### src/sv/vtn_pkg.sv
// Types and constants shared by the vertex transform files.
`default_nettype none
package vtn_pkg;

   localparam int NUM_CSR = 6;
   localparam int CSR_AW  = 3;
   localparam int CSR_DW  = 64;
   localparam int REQ_W   = 288;
   localparam int RSP_W   = 248;
   localparam int NRM_W   = 18;
   localparam logic [16:0] ONE_Q16 = 17'd65536;

   localparam logic [CSR_DW-1:0] CSR_RESET [NUM_CSR] = '{
      64'd65536, 64'd0, 64'd281474976710656, 64'd0, 64'd0, 64'd65536
   };

   // one transformed vertex, front to back
   typedef struct packed {
      logic [2:0][31:0] col;
      logic [2:0][31:0] nrm;
      logic [2:0][31:0] pos;
   } xfm_type;

endpackage
`default_nettype wire

### src/sv/vtn_queue.sv
// Small queue between the front and the back.
`default_nettype none
module vtn_queue
   import vtn_pkg::*;
#(
   parameter int DEPTH = 4
) (
   input  wire logic    clock,
   input  wire logic    reset,
   input  wire logic    push,
   input  wire xfm_type din,
   output logic         full,
   input  wire logic    pop,
   output xfm_type      dout,
   output logic         empty
);

   localparam int PW = (DEPTH > 1) ? $clog2(DEPTH) : 1;
   localparam int CW = $clog2(DEPTH + 1);

   xfm_type       mem_ff [DEPTH];
   logic [PW-1:0] wr_ff;
   logic [PW-1:0] rd_ff;
   logic [CW-1:0] cnt_ff;

   assign full  = cnt_ff == CW'(DEPTH);
   assign empty = cnt_ff == '0;
   assign dout  = mem_ff[rd_ff];

   always_ff @(posedge clock) begin
      if (reset) begin
         wr_ff  <= '0;
         rd_ff  <= '0;
         cnt_ff <= '0;
      end else begin
         if (push) wr_ff <= (wr_ff == PW'(DEPTH - 1)) ? '0 : wr_ff + PW'(1);
         if (pop)  rd_ff <= (rd_ff == PW'(DEPTH - 1)) ? '0 : rd_ff + PW'(1);
         if (push && !pop) cnt_ff <= cnt_ff + CW'(1);
         else if (pop && !push) cnt_ff <= cnt_ff - CW'(1);
      end
   end

   always_ff @(posedge clock) begin
      if (push) mem_ff[wr_ff] <= din;
   end

endmodule
`default_nettype wire

### config.mk
export PLATFORM = sky130hd
export DESIGN_NAME = vtn_queue
export DESIGN_NICKNAME = d
export VERILOG_FILES = /design/src/sv/vtn_pkg.sv /design/src/sv/vtn_queue.sv
export SDC_FILE = /design/constraint.sdc
export NUM_CORES = 1
export LEC_CHECK = 0
export ABC_AREA = 1
export BUFFER_PORTS_ARGS = -buffer_cell sky130_fd_sc_hd__buf_2
export CORE_MARGIN = 2
export CORE_UTILIZATION = 47
export DETAILED_ROUTE_END_ITERATION = 7
export MAX_ROUTING_LAYER = met4
export PLACE_DENSITY = 0.67
export SLEW_MARGIN = 20
export SYNTH_ARGS = -nofsm -noshare
export SYNTH_HDL_FRONTEND = slang
export SYNTH_SLANG_ARGS = --single-unit
### constraint.sdc
create_clock -name clock -period 7.7 [get_ports clock]
set_input_delay 0.385 -clock clock [delete_from_list [all_inputs] [get_ports clock]]
set_output_delay 0.385 -clock clock [all_outputs]
set_load 0.1 [all_outputs]
# == Word level (Yosys, flattened, before mapping) ==
# Memories as Yosys holds them, arrays and structs flattened. A register that Yosys moved wholly into a read port is not among the register bits.
# Cells that the tools add are included.
# word_totals
in_bits,292
out_inout_bits,290
wordCells,25
mem_count,1
reg_bits,7
ramBits,1152
# op_classes
add_sub_neg,4
mux,8
n_eq_ne,3
n_reduce_logical,6
# mem_list
name,words,word_bits,read_ports,rd_clocked_by_memory_dff,wr,line_no,source
mem_ff,4,288,1,1,1,vtn_queue.sv:21,xfm_type mem_ff [DEPTH];
# op_table
cell,n
two-way mux 2 bit,4
two-way mux 3 bit,2
adder 2 x 1 -> 2 bit (second input constant),2
== test 2 bit (second input constant),2
adder 3 x 1 -> 3 bit (second input constant),1
== test 3 bit (second input constant),1
zero test 3 bit,1
subtractor 3 x 1 -> 3 bit (second input constant),1
logical AND 1 bit,2
zero test 1 bit,2
two-way mux 1 bit,2
nonzero test 2 bit,1

# == Longest topological paths before layout ==
# depth
depth_word,4
ltp_mapped,10
depth_no_buf,10

# == Worst setup path after synthesis ==
# OpenSTA, ideal clock, no wires.
# synth_path
path_type,reg-to-reg
start,reg wr_ff[0]
end,mem mem_ff[3][0] (netlist bit) (enable)
t_arrival_ps,6113
setup_ps,638
required_time_ps,7062
slack_ps,949
stages_incl_launch_ff,4
n_path_buf,0
synth_period_minus_slack_ps,6751
cell_sequence,dfxtp_1 > ha_1 > nand2_1 > inv_1
# synth_lines
element,line_no,source
"start, declared",vtn_queue.sv:22,logic [PW-1:0] wr_ff;
"start signal, assigned",vtn_queue.sv:36,if (push) wr_ff <= (wr_ff == PW'(DEPTH - 1)) ? '0 : wr_ff + PW'(1);
"end, declared",vtn_queue.sv:21,
# Straight into the memory's write port.

==> results by group <==
Logic synthesis
  • Post-Synth XOR/XNOR Area: 0.0002025
  • Synth cell types: 24
  • Post-synthesis compound-gate area fraction: 0.1090
  • Top cell type by total area after synthesis: edfxtp_1
  • Post-synthesis cell count: approximately 2,800
  • Syn avg cell area: approximately 15 µm²
  • Ys Warns: 0
  • Synth Area in Adders: 0.002199
  • Register area share after synthesis: 0.8042
  • Leading post-synthesis cells by cell area: edfxtp_1, nor2_1, o22ai_1, o21ai_0, o21ai_1
  • Largest family of logic cells by synthesized area: compound AO/OA/AOI/OAI gates
  • Synthesized net count: roughly 3,100
  • Share of synthesized cell area in and, or, nand and nor gates: 0.05211
  • Mux contribution to synthesized area: 0
  • Share of the synthesized area in the top cell type: 0.8000
  • Synth Register Bits: about 1,200
  • Synthesized cell area: between 40,000 and 50,000 µm²

Route
  • Post-route DRC: 0
  • Remaining antenna violation count: 0
  • Routed vias/inst: approximately 5.4
  • Final WL: roughly 100 mm
  • Number of detailed-route iterations in the first pass: 5
  • Detailed-route via count: around 27,000
  • DR iter-0 viols: around 2,400
  • Detailed-route wire length per cell: 20.15 µm

Setup path
  • Kind of critical path: reg2out
  • Critical Path AT: 3.96 ns
  • CP max stage delay: 0.90 ns
  • Worst path slowest cell: buf_4
  • Critical Path RT: 7.32 ns
  • R2R Path Start: wr_ff[0]$_SDFFE_PP0P_
  • CP Launch Type: register
  • CP bufs+invs: 3
  • Crit-path leading delay family: buffers and inverters
  • Worst setup EP type: primary output
  • Cell mode on critical path: buf_4
  • CP max FO: 100
  • Critical-path cell list: buf_4, buf_4, o21ai_0, o22ai_1, buf_2

Layout
  • Most frequent cells in the layout: edfxtp_1, nor2_1, buf_2
  • Layout area overhead: 23.13%
  • Layout fillers: approximately 7,000
  • Proportion of layout cells with a drive suffix above 1: 0.2059
  • Final #Nets: 3,956
  • Final Util: 0.5826
  • Commonest non-fill, non-tap cell in the layout: edfxtp_1

Clocking
  • CTS Buffer Depth: 3
  • Clock latency at the later pin of the worst-skew pair: around 0.7 ns
  • TritonCTS clock tree: yes
  • Clock transition at path regs: roughly 0.06 ns
  • CTS H-tree depth: 3
  • Inserted Clock Buffers: between 100 and 150
  • Clock sinks: 1,161
  • Setup Buffers After CTS: 0
  • Clock root buffer: clkbuf_16

Floorplanning
  • Die width: ~300 µm
  • Cell row count: between 100 and 150
  • Core area: about 90,000 µm²
  • Die ar.: roughly 94,000 µm²
  • Initial Util: 0.4732
  • IO Pins: slightly below 600
  • Die Ht: roughly 310 µm

Global routing
  • First-pass GRT wire length: 149.7 mm
  • Remaining global-route overflow: 0
  • Initial antenna violation count: 11
  • Number of global-route vias before repair: between 20,000 and 30,000
  • Global Route Usage Sum: 0.2104
  • Largest net degree at the start of global routing: 353

Placed design
  • GPL Wtd Cong: approximately 0.8
  • IO Port Bufs: between 500 and 600
  • Post-DP HPWL: between 50 and 60 mm

Timing
  • Setup_tns: 0 ns
  • Final Critical Period: roughly 4.3 ns
  • Max Slew Vio Count: 0
  • Least-Margin Pin Slew: ~1.3 ns
  • Slew HR: 0.1051
  • RSZ-0062 raised after global routing: false
  • Fin crit share: 0.5640
  • Max frequency: 0.2303 GHz
  • Final-report hold violation count: 0
  • Clk_skew: roughly 0.028 ns
  • Setup violations, final: 0

Power
  • Cell Pwr Density: slightly below 300 nW/µm²
  • Lkg Pwr: around 19 nW
  • Maximum vdd drop: about 0.22 mV

Run
  • Max_cap viols: 0

Run status
  • Status: finished, final reports clean

Hold path
  • Worst min path class: in2reg
  • Hold Crit Start: pop
-- power by group --
part	total (mW)	switching (mW)	internal [mW]
Sequential	7.30	0.0664	7.24
Combinational	3.04	2.53	0.512
Clock	5.43	2.31	3.12
Total	15.8	4.90	10.9
-- cells in the mapped netlist --
cell type,n
clkbuf_1,87
o22ai_1,288
buf_8,4
nand3_1,1
a21oi_1,3
o21ai_1,255
ha_1,6
buf_2,28
buf_6,60
nor2_1,584
buf_12,3
clkbuf_2,2
dfxtp_1,9
inv_1,14
o21ai_0,324
nand4_1,1
buf_4,6
fa_1,1
edfxtp_1,1152
inv_4,1
inv_16,1
nand2_1,8
xor2_1,1
nor3_1,4
-- final timing paths --
kind / endpoint / slack (ns) / depth (start not counted)
max: dout[117] / 3.36 / 5
min: register / 0.09 / 4
max reg2reg: mem_ff[0][130]$_DFFE_PP_ / 4.72 / 6
min reg2reg: wr_ff[1]$_SDFFE_PP0P_ / 0.54 / 2
-- area by class of cell --
type / instances / area [µm²] / share of cell area
Timing Repair Buffer: 890 / 6053 / 0.1137
Antenna cell: 13 / 32.53 / 0.0006110
Inverter: 16 / 123.9 / 0.002326
Sequential cell: 1161 / 34780 / 0.6532
Multi-Input combinational cell: 1476 / 7072 / 0.1328
Tap cell: 1186 / 1484 / 0.02787
Clock inverter: 80 / 779.5 / 0.01464
Clock buffer: 132 / 2918 / 0.05480
-- through the flow --
step           std cells  hold slack (ns)  power, mW  setup WS (ns)  cell area [µm²]
2_1_floorplan       2843           0.4574      9.818         0.9488            43240
3_3_place_gp        4439           0.5188      10.32          4.214            46610
3_5_place_dp        4439           0.5367      10.35          4.156            46610
4_1_cts             4941          0.01808      15.87          3.366            53210
5_1_grt             4953           0.1073      16.25          3.115            53240
6_report            4954          0.09458      15.77          3.357            53240
-- timing repair --
action	CTS	global route
hold buffers	290	0
gates resized for setup	0	0
hold endpoints to repair	1159	0
-- per-layer routing --
layer / vias to the layer above / wire, µm / share of wire / GRT usage
met3: 215 / 6896 / 0.069 / 0.04941
met5: - / 0 / 0 / -
met4: 0 / 4107 / 0.041 / 0.08712
met2: 902 / 48780 / 0.49 / 0.3348
met1: 13101 / 40020 / 0.40 / 0.2606
li1: 12479 / - / - / -
-- flip-flops by register name, summed over array words and instances (netlist names), named ones only --
name	flops
mem_ff	1152
rd_ff	2
wr_ff	2
cnt_ff	3
-- worst reg2reg max path, delay by kind of cell, from the launching register on --
family / cells / cell delay, ns
adder cells (fa/ha/maj): 1 / 0.14
buffers and inverters: 4 / 1.96
AND/OR/NAND/NOR: 1 / 0.12
flip-flops: 1 / 0.35
-- kinds of logic after synthesis --
group,count (synthesis)
xor gates and xnor gates,1
and+or+nand+nor,598
buffers and inverters,206
DFF,1161
adders and majority gates,7
AOI/OAI and AO/OA,870
Power figures use the tool's default switching activity.
